<file path="src/rtl/i2cq_pkg.sv">
// Shared types and constants of the I2C master transmit queue sequencer.
package i2cq_pkg;

	localparam int OP_W        = 3;
	localparam int ADDR_W      = 7;
	localparam int DATA_W      = 8;
	localparam int LEN_OUT_W   = 5;
	localparam int DIAG_W      = 32;
	localparam int SEL_W       = 2;
	localparam int IN_TDATA_W  = 24;
	localparam int OUT_TDATA_W = 64;
	localparam int CMD_DEPTH   = 2;
	localparam int DIAG_NUM    = 4;

	localparam logic [OP_W-1:0] OP_PUSH  = 3'd0;
	localparam logic [OP_W-1:0] OP_DRAIN = 3'd1;
	localparam logic [OP_W-1:0] OP_INTR  = 3'd2;
	localparam logic [OP_W-1:0] OP_OPEN  = 3'd3;
	localparam logic [OP_W-1:0] OP_CLOSE = 3'd4;

	localparam logic [SEL_W-1:0] DIAG_BUSY = 2'd0;
	localparam logic [SEL_W-1:0] DIAG_NACK = 2'd1;
	localparam logic [SEL_W-1:0] DIAG_ARB  = 2'd2;
	localparam logic [SEL_W-1:0] DIAG_SENT = 2'd3;

	typedef enum logic [2:0] {
		K_PUSH  = 3'd0,
		K_DRAIN = 3'd1,
		K_INTR  = 3'd2,
		K_OPEN  = 3'd3,
		K_CLOSE = 3'd4,
		K_NONE  = 3'd5
	} kind_t;

	typedef struct packed {
		logic              pad;
		logic [SEL_W-1:0]  sel;
		logic              ardy;
		logic              xrdy;
		logic              arb;
		logic              nack;
		logic              slave;
		logic              busy;
		logic [DATA_W-1:0] data;
		logic [ADDR_W-1:0] addr;
	} in_word_t;

	typedef struct packed {
		kind_t             kind;
		logic [ADDR_W-1:0] addr;
		logic [DATA_W-1:0] data;
		logic              last;
		logic              busy;
		logic              slave;
		logic              nack;
		logic              arb;
		logic              xrdy;
		logic              ardy;
		logic [SEL_W-1:0]  sel;
	} cmd_t;

	typedef struct packed {
		logic [DIAG_W-1:0]    diag;
		logic                 busy;
		logic                 restore;
		logic                 stop;
		logic [DATA_W-1:0]    tx_byte;
		logic                 tx_valid;
		logic [LEN_OUT_W-1:0] len;
		logic [ADDR_W-1:0]    target;
		logic                 start;
		logic                 accepted;
	} res_t;

	localparam int RES_W = $bits(res_t);

endpackage

</file>
<file path="src/rtl/i2cq_cmd_fifo.sv">
// Short command queue between the front end and the sequencer.
module i2cq_cmd_fifo import i2cq_pkg::*; (
	input  logic clk,
	input  logic arst_n,
	input  logic in_valid,
	output logic in_ready,
	input  cmd_t in_cmd,
	output logic out_valid,
	input  logic out_ready,
	output cmd_t out_cmd
);

	localparam int PW = (CMD_DEPTH > 1) ? $clog2(CMD_DEPTH) : 1;
	localparam logic [PW-1:0] LAST_P = PW'(CMD_DEPTH - 1);

	cmd_t          fifo_q [CMD_DEPTH];
	logic [PW-1:0] wr_q;
	logic [PW-1:0] rd_q;
	logic [PW:0]   cnt_q;
	logic          push;
	logic          pop;

	assign in_ready  = cnt_q != (PW+1)'(CMD_DEPTH);
	assign out_valid = cnt_q != '0;
	assign push      = in_valid && in_ready;
	assign pop       = out_valid && out_ready;
	assign out_cmd   = fifo_q[rd_q];

	always_ff @(posedge clk or negedge arst_n) begin
		if (!arst_n) begin
			wr_q  <= '0;
			rd_q  <= '0;
			cnt_q <= '0;
		end else begin
			if (push) begin
				wr_q <= (wr_q == LAST_P) ? '0 : wr_q + 1'b1;
			end
			if (pop) begin
				rd_q <= (rd_q == LAST_P) ? '0 : rd_q + 1'b1;
			end
			if (push && !pop) begin
				cnt_q <= cnt_q + 1'b1;
			end else if (pop && !push) begin
				cnt_q <= cnt_q - 1'b1;
			end
		end
	end

	always_ff @(posedge clk) begin
		if (push) begin
			fifo_q[wr_q] <= in_cmd;
		end
	end

endmodule

</file>
<file path="config.mk">
export PLATFORM = sky130hd
export DESIGN_NAME = i2cq_cmd_fifo
export DESIGN_NICKNAME = d
export VERILOG_FILES = /design/src/rtl/i2cq_pkg.sv /design/src/rtl/i2cq_cmd_fifo.sv
export SDC_FILE = /design/constraint.sdc
export NUM_CORES = 1
export LEC_CHECK = 0
export ABC_CLOCK_PERIOD_IN_PS = 2220
export BUFFER_PORTS_ARGS = -buffer_cell sky130_fd_sc_hd__buf_4
export CORE_AREA = 2 2 73 75
export DETAILED_ROUTE_END_ITERATION = 8
export DIE_AREA = 0 0 75 77
export GPL_TIMING_DRIVEN = 0
export PLACE_DENSITY = 0.69
export RECOVER_POWER = 25
export SLEW_MARGIN = 30
export SYNTH_ARGS = -nofsm -noshare
export SYNTH_HDL_FRONTEND = slang
export SYNTH_SLANG_ARGS = --single-unit
</file>
<file path="constraint.sdc">
create_clock -name clk -period 2.22 [get_ports clk]
set_clock_uncertainty 0.1 [all_clocks]
set_input_delay 0 -clock clk [delete_from_list [all_inputs] [get_ports clk]]
set_output_delay 0 -clock clk [all_outputs]
set_load 0.005 [all_outputs]
</file>
==> metrics <==
Worst EP required 2.06 ns; met2 routed WL 2.03 mm; clk_lat worst skew 0.32 ns; clock tree buffer depth 2; Post-CTS Repair Setup Buffers 0; HP Start in_cmd[19]; initial DRC count 35; Worst Max-Slew Pin Slew 0.855 ns; Die Y roughly 77 um; cts bufs inserted 9; DRC errors left 0; Layout area overhead 47.0%; Slew headroom 0.428; number of routed nets with antenna violations 0; Cells on Worst Hold Path 2; most common cell after layout, fill and taps aside edfxtp_1; Seq cells post-synth just under 60; DR vias/cell about 4.4; Peak VDD IR 0.777 mV; total leakage power 1.33 nW; Synth Area per Inst 22.0 um2; RR Endpoint fifo_q[0][24]; CP arrival 1.75 ns; top cell type's share of synthesized area 0.723; final-stage net count 235; Critical R2R Launch cnt_q[0]; Final Cell Area 3300 um2; average wire per cell in the routed design 13.9 um; # IOs 60; total core area 4980 um2; DR WL met3 about 230 um; crit path max fanout 27; mapped cell area 2240 um2; outcome finished, final reports clean; clock sink total slightly below 60; final setup fails 0; Antenna diodes 0; Root Buffer clkbuf_8; multi-input logic area 474 um2; launching element type of the critical path flop; initial antenna violation count 0; post-detail-place hpwl 2.42 mm; final hold vios 0; # rows 26; Sequential Area 1720 um2; Setup TNS 0 ns; placed standard-cell area 2780 um2; f_max 526 MHz; Clock transition at path regs roughly 0.060 ns; Synth Net Count roughly 130; Post-Syn Instances between 100 and 150; largest area contributor in the netlist edfxtp_1; final core occ 0.662; Synth area leaders edfxtp_1 (72%), mux2_4 (13%), dfrtp_1 (4.5%), mux2_2 (4.0%), buf_12 (1.8%); number of global-route vias before repair about 1.3k; synth unique cells 15; fill cell count 355; largest net degree at the start of global routing 28; Top Layer Used met4; All-Layer GR Usage 0.146; Ys Warns 0; Setup crit end kind flop; Seq/Total Area, Yosys 0.768; WL met1 1.54 mm; Tmin final 1.90 ns; initial core utilization 0.450; global-route wire length before repair between 5 and 6 mm; path type of the worst min-delay path in -> reg; RSZ-0062 raised after global routing false; routed vias 1232; R2R cell count 3; DIE AREA 5780 um2; most frequent cells in the layout edfxtp_1 (54), buf_4 (41), dlygate4sd3_1 (31); layout cell share with drive strength beyond 1 0.505; die width 75 um; Power per Cell Area 1200 nW/um2; setup slack, reg-to-reg 0.32 ns; Pre-Repair DR Iteration Count 4; # H-tree levels 3; hold path endpoint fifo_q[1][19]; routability congestion estimate ~0.60; final period utilization 0.857; IO buf count 59; max cap viols 0; CTS tree built; Post-Route WL just under 4 mm; CP Class reg -> reg; Slew Limit Fails 0; grt ovf 0
## worst max-delay path, stage by stage (launching register included)
cell and delay (ns):
dfrtp_1 0.41, nand2b_1 0.18, nand2_1 0.15, nor2_4 0.68
## power by group
part	leakage [nW]	switching, mW	total [mW]	internal [mW]
sequential	0.548	0.0843	1.59	1.51
combinational	0.668	0.543	1.37	0.822
clock	0.110	0.379	0.998	0.619
## how the worst max path moves through the flow
stage                     startpoint  slack, ns             to
after floorplan             cnt_q[0]       0.35   fifo_q[0][0]
after global placement      cnt_q[0]       0.02  fifo_q[0][20]
after detailed placement    cnt_q[0]       0.35  fifo_q[0][18]
after CTS                   cnt_q[0]       0.33  fifo_q[0][22]
after global routing        cnt_q[0]       0.18  fifo_q[0][21]
final                       cnt_q[0]       0.32  fifo_q[0][24]
## cell usage after synthesis (all sizes together)
cell and count:
xor2 2, ha 1, mux2 27, dfrtp 4, buf 3, and3 1
or2 1, edfxtp 54, inv 1, nor2 2, nand2b 1, nand2 2
xnor2 3
## logic make-up (layout without fill, tap and decap cells)
kind of cell | count (synthesis) | count (layout) | share of synthesized area
DFF | 58 | 58 | 0.768
and+or+nand+nor | 7 | 7 | 0.0151
xor gates and xnor gates | 5 | 5 | 0.0195
adders and majority gates | 1 | 1 | 0.00558
buffers and inverters | 4 | 110 | 0.0246
muxes | 27 | 27 | 0.167
## through the flow
stage          worst slack, ns  total power, mW  instances  hold WS (ns)
2_1_floorplan            0.351             2.40        102        -0.396
3_3_place_gp            0.0194             2.91        231        -0.304
3_5_place_dp             0.353             2.96        231        -0.301
4_1_cts                  0.332             4.01        278         0.291
5_1_grt                  0.180             4.16        278         0.314
6_report                 0.317             3.95        278         0.319
## what timing repair did
| item | CTS | global route |
|---|---|---|
| hold endpoints to repair | 60 | 0 |
| hold buffers | 31 | 0 |
| gates resized for setup | 0 | 0 |
## state kept, by name, summed over array words and instances, names as in the netlist
name,flops
wr_q,1
rd_q,1
cnt_q,2
fifo_q,54
## metal layers
metal / track usage / vias to the layer above
li1: - / 598
met1: 0.154 / 583
met2: 0.246 / 46
met3: 0.0447 / 5
met4: 0.0911 / 0
met5: 0 / -
## layout make-up
type	instances	area share
Buffer	3	0.0156
Timing Repair Buffer	90	0.227
Sequential cell	58	0.522
Tap cell	70	0.0266
Clock buffer	9	0.0376
Multi-Input combinational cell	40	0.144
Clock inverter	7	0.0254
Inverter	1	0.00114
(Power assumes the default switching activity.)
