[src/rtl/i2cq_pkg.sv]
// Shared types and constants of the I2C master transmit queue sequencer.
package i2cq_pkg;

	localparam int OP_W        = 3;
	localparam int ADDR_W      = 7;
	localparam int DATA_W      = 8;
	localparam int LEN_OUT_W   = 5;
	localparam int DIAG_W      = 32;
	localparam int SEL_W       = 2;
	localparam int IN_TDATA_W  = 24;
	localparam int OUT_TDATA_W = 64;
	localparam int CMD_DEPTH   = 2;
	localparam int DIAG_NUM    = 4;

	localparam logic [OP_W-1:0] OP_PUSH  = 3'd0;
	localparam logic [OP_W-1:0] OP_DRAIN = 3'd1;
	localparam logic [OP_W-1:0] OP_INTR  = 3'd2;
	localparam logic [OP_W-1:0] OP_OPEN  = 3'd3;
	localparam logic [OP_W-1:0] OP_CLOSE = 3'd4;

	localparam logic [SEL_W-1:0] DIAG_BUSY = 2'd0;
	localparam logic [SEL_W-1:0] DIAG_NACK = 2'd1;
	localparam logic [SEL_W-1:0] DIAG_ARB  = 2'd2;
	localparam logic [SEL_W-1:0] DIAG_SENT = 2'd3;

	typedef enum logic [2:0] {
		K_PUSH  = 3'd0,
		K_DRAIN = 3'd1,
		K_INTR  = 3'd2,
		K_OPEN  = 3'd3,
		K_CLOSE = 3'd4,
		K_NONE  = 3'd5
	} kind_t;

	typedef struct packed {
		logic              pad;
		logic [SEL_W-1:0]  sel;
		logic              ardy;
		logic              xrdy;
		logic              arb;
		logic              nack;
		logic              slave;
		logic              busy;
		logic [DATA_W-1:0] data;
		logic [ADDR_W-1:0] addr;
	} in_word_t;

	typedef struct packed {
		kind_t             kind;
		logic [ADDR_W-1:0] addr;
		logic [DATA_W-1:0] data;
		logic              last;
		logic              busy;
		logic              slave;
		logic              nack;
		logic              arb;
		logic              xrdy;
		logic              ardy;
		logic [SEL_W-1:0]  sel;
	} cmd_t;

	typedef struct packed {
		logic [DIAG_W-1:0]    diag;
		logic                 busy;
		logic                 restore;
		logic                 stop;
		logic [DATA_W-1:0]    tx_byte;
		logic                 tx_valid;
		logic [LEN_OUT_W-1:0] len;
		logic [ADDR_W-1:0]    target;
		logic                 start;
		logic                 accepted;
	} res_t;

	localparam int RES_W = $bits(res_t);

endpackage

[src/rtl/i2cq_front.sv]
// Input stage: accept stream words and classify them into commands.
module i2cq_front import i2cq_pkg::*; (
	input  logic                  clk,
	input  logic                  arst_n,
	input  logic                  s_tvalid,
	output logic                  s_tready,
	input  logic [IN_TDATA_W-1:0] s_tdata,  // slave_address, data_byte, bus_busy, slave_open,
	                                        // stat_nack, stat_arb_lost, stat_xrdy, stat_ardy,
	                                        // diag_select, zero pad
	input  logic [OP_W-1:0]       s_tuser,  // opcode
	input  logic                  s_tlast,  // byte_last
	output logic                  cmd_valid,
	input  logic                  cmd_ready,
	output cmd_t                  cmd
);

	logic     vld_s1;
	cmd_t     cmd_s1;
	cmd_t     dec;
	in_word_t w;
	logic     accept;

	assign w        = in_word_t'(s_tdata);
	assign s_tready = !vld_s1 || cmd_ready;
	assign accept   = s_tvalid && s_tready;

	always_comb begin
		dec.addr  = w.addr;
		dec.data  = w.data;
		dec.last  = s_tlast;
		dec.busy  = w.busy;
		dec.slave = w.slave;
		dec.nack  = w.nack;
		dec.arb   = w.arb;
		dec.xrdy  = w.xrdy;
		dec.ardy  = w.ardy;
		dec.sel   = w.sel;
		unique case (s_tuser)
			OP_PUSH:  dec.kind = K_PUSH;
			OP_DRAIN: dec.kind = K_DRAIN;
			OP_INTR:  dec.kind = K_INTR;
			OP_OPEN:  dec.kind = K_OPEN;
			OP_CLOSE: dec.kind = K_CLOSE;
			default:  dec.kind = K_NONE;
		endcase
	end

	always_ff @(posedge clk or negedge arst_n) begin
		if (!arst_n) begin
			vld_s1 <= 1'b0;
		end else if (accept) begin
			vld_s1 <= 1'b1;
		end else if (cmd_ready) begin
			vld_s1 <= 1'b0;
		end
	end

	always_ff @(posedge clk) begin
		if (accept) begin
			cmd_s1 <= dec;
		end
	end

	assign cmd_valid = vld_s1;
	assign cmd       = cmd_s1;

endmodule

[config.mk]
export PLATFORM = sky130hd
export DESIGN_NAME = i2cq_front
export DESIGN_NICKNAME = d
export VERILOG_FILES = /design/src/rtl/i2cq_pkg.sv /design/src/rtl/i2cq_front.sv
export SDC_FILE = /design/constraint.sdc
export NUM_CORES = 1
export LEC_CHECK = 0
export BUFFER_PORTS_ARGS = -buffer_cell sky130_fd_sc_hd__buf_2
export CAP_MARGIN = 30
export CORE_MARGIN = 3
export CORE_UTILIZATION = 42
export DETAILED_ROUTE_END_ITERATION = 16
export PLACE_DENSITY = 0.9
export SKIP_CTS_REPAIR_TIMING = 1
export SLEW_MARGIN = 40
export SYNTH_ARGS = -nofsm -noshare
export SYNTH_HDL_FRONTEND = slang
export SYNTH_SLANG_ARGS = --single-unit
export TNS_END_PERCENT = 50
[constraint.sdc]
create_clock -name clk -period 1.6 [get_ports clk]
set_input_delay 0.32 -clock clk [delete_from_list [all_inputs] [get_ports clk]]
set_output_delay 0.32 -clock clk [all_outputs]
set_load 0.05 [all_outputs]
==> results summary <==
The total of fill cells in the finished design came out at 137. The die is approximately 52 um wide. The total nets after synthesis came out at 66.

The worst hold path terminates at cmd[14]. The clock transition at the registers of the reported paths came out at 130 ps. The post-place instance area came out at 0.00120 sq mm.

The number of slew-limit violations in the final report is 0. At the later pin of the worst-skew pair, clock insertion delay measures about 300 ps. The detailed-routing iteration count for the pre-antenna-repair pass came out at 4.

The sum of internal, switching and leakage power came out at 1.42 mW. The netlist area before placement is 882 sq um. The data required time at the worst endpoint is 1280 ps. Subtracting the final worst setup slack from the clock period gives 1390 ps. The number of buffers and inverters on the critical path is 1. The final total negative setup slack came out at 0 ps. Once the floorplan was initialized, standard cells occupied 47.5% of the core. The signal on the critical path passes through nand2b_4 > buf_2. Counting distinct cell types in the post-synthesis netlist gives 8. The count of nets left with antenna violations after detail routing came out at 0. The number of vias after detailed routing is 538. The maximum cell stage delay along the critical path is 430 ps. The final critical-path setup slack is around 210 ps.

After detailed routing, the average wire length per cell comes to 12.6 um. The number of antenna diodes came out at 0. The site row count is 15. Counting instances, the worst hold path has a depth of 1. The critical path capture point type is an output pin.

The slack of the worst reg-to-reg path came out at around 420 ps. The synthesized area divided by synthesized cell count came out at about 26 sq um. The final critical-path share of the clock period came out at 86.9%.

The residual overflow from global routing is 0. In this run, synthesis produced a sequential element count of 28. On the final layout, the worst clock skew is 1.13 ps.

The max-capacitance violation count is 0. The CTS tree is done. The number of levels the H-tree was split into came out at 1. The count of non-filler cells in the finished layout came out at between 100 and 150. Summed over all layers, the routed wires come to 1530 um.

The number of hold violations in the final report came out at 0. At the end of routability-driven placement, the weighted congestion stood at 0.698. The slew of the pin with the lowest slew margin is 332 ps. The endpoint of the worst-slack reg-to-reg timing path is cmd[12]. In this run the standard cell core region covers around 0.0019 sq mm. After routing the design area is 0.00125 sq mm. The first-pass GRT wire length is 2250 um. Setup repair after global routing left no endpoint under its margin.

The placement-stage worst setup slack came out at 388 ps. In the final layout, the share of cells above drive strength 1 is 67.0%. The vias per cell is ~4.4. The cell sitting at the root of the clock tree is a clkbuf_4. The number of placed I/O pins came out at 61. The largest net degree at the start of global routing came out at 28.

The die covers ~0.0027 sq mm. The worst IR drop on VDD is 0.760 mV. The buffer levels on the longest clock path came out at 2.

The sequential cell area came out at 836 sq um. In the final design database the tool counted 130 nets. In this run, the number of DRC markers left after iteration 0 of detailed routing was 7.

The final-report setup violation count is 0. The data arrival time at the worst-slack endpoint is 1070 ps. The total power density per cell area came out at ~1100 mW/mm^2. The critical hold path startpoint is s_tdata[12]. The count of input and output buffers is between 50 and 60. CTS saw 28 sinks.

Synthesis produced 34 cells. Global routing consumed, over all layers together, about 12% of the routing resources. Among all stages on the critical path, the largest delay is contributed by dfrtp_1. Clock tree synthesis inserted a total of 3 buffers. The cell count of the worst reg-to-reg path is 2. The initial antenna violation count is 0. STA classifies the critical path startpoint as a flop. The cell family contributing the most delay on the critical path is flip-flops. The flow ran to the end, and the final reports show no timing, DRC or antenna violations.

The post-detailed-route DRC marker count is 0. The min-delay analysis places its worst path in the category in2reg. Measured against its own limit, the worst slew margin works out to 77.9%. For this run, the number of Yosys warnings is 0. The die height is 51.8 um. In this run the static leakage power is around 0.55 nW. The via count of the first global-routing pass was 567. The upper clock frequency limit is 719 MHz. The critical-path maximum fanout is 3. The area of combinational cells with multiple inputs came out at 42.5 sq um. Sequential elements use a little over nine tenths of the synthesized area.

The post-synthesis to final-layout area growth is 41.8%. The worst register-to-register path begins at cmd_valid. The total placed cells including tap cells came out at ~120. The critical path is of the reg2out type.
-- logic make-up (layout without fill, tap and decap cells) --
kind of cell	count (synthesis)	count (layout)	synth area share (%)
simple gates	4	4	3.97
flops	28	28	94.8
compound gates	1	1	0.851
buf+inv	1	64	0.425
-- synthesized netlist by cell type --
library cell / n / area (sq um)
edfxtp_1: 27 / 811
nand2b_1: 1 / 6.26
nand2b_4: 1 / 13.8
nor2b_1: 1 / 6.26
dfrtp_1: 1 / 25.0
clkbuf_1: 1 / 3.75
and2_4: 1 / 8.76
a21o_1: 1 / 7.51
-- power breakdown --
group	switching [mW]	total (mW)	leakage, nW	internal, mW
clock	0.177	0.316	0.0210	0.139
sequential	0.00895	0.860	0.268	0.851
combinational	0.183	0.243	0.259	0.0598
-- cell type report --
cell class	instances	share of cell area, %
tap	25	2.50
multi-input combinational	5	3.40
clock buffer	4	2.90
timing repair buffer	60	24.4
sequential	28	66.8
-- sequential cells by signal, summed over array words and instances, names as in the netlist --
register	flops
cmd_valid	1
cmd	27
-- placed cells by master (no fill, tap or decap), drive strengths merged --
master and n:
nor2b 1, nand2b 2, edfxtp 27, buf 59, clkbuf 4, dfrtp 1
and2 1, a21o 1, dlygate4sd3 1
-- worst max path at each step --
| stage | start | endpoint | slack (ps) | depth (start not counted) |
|---|---|---|---|---|
| after global routing | cmd_valid | s_tready | 160 | 2 |
| after floorplan | cmd_valid | cmd[0] | 90 | 2 |
| after detailed placement | cmd_ready | cmd[1] | 390 | 3 |
| final | cmd_valid | s_tready | 210 | 2 |
| after CTS | cmd_valid | s_tready | 190 | 2 |
| after global placement | cmd_ready | cmd[1] | 400 | 3 |
-- metal layers --
layer,vias to the layer above,GRT usage [%],routed length (um)
met2,38,23.0,809
met5,-,0,0
li1,255,-,-
met4,0,7.86,20
met1,241,9.22,478
met3,4,5.16,224
-- metrics by stage --
step / util (%) / hold slack (ps)
floorplan: - / 24.4
detailed placement: 64.8 / 96.8
CTS: 66.8 / -256
finish: 67.3 / 178
global placement: 64.8 / 95.4
global route: 67.3 / 153
Note: power is estimated with default switching activity, not from simulation.
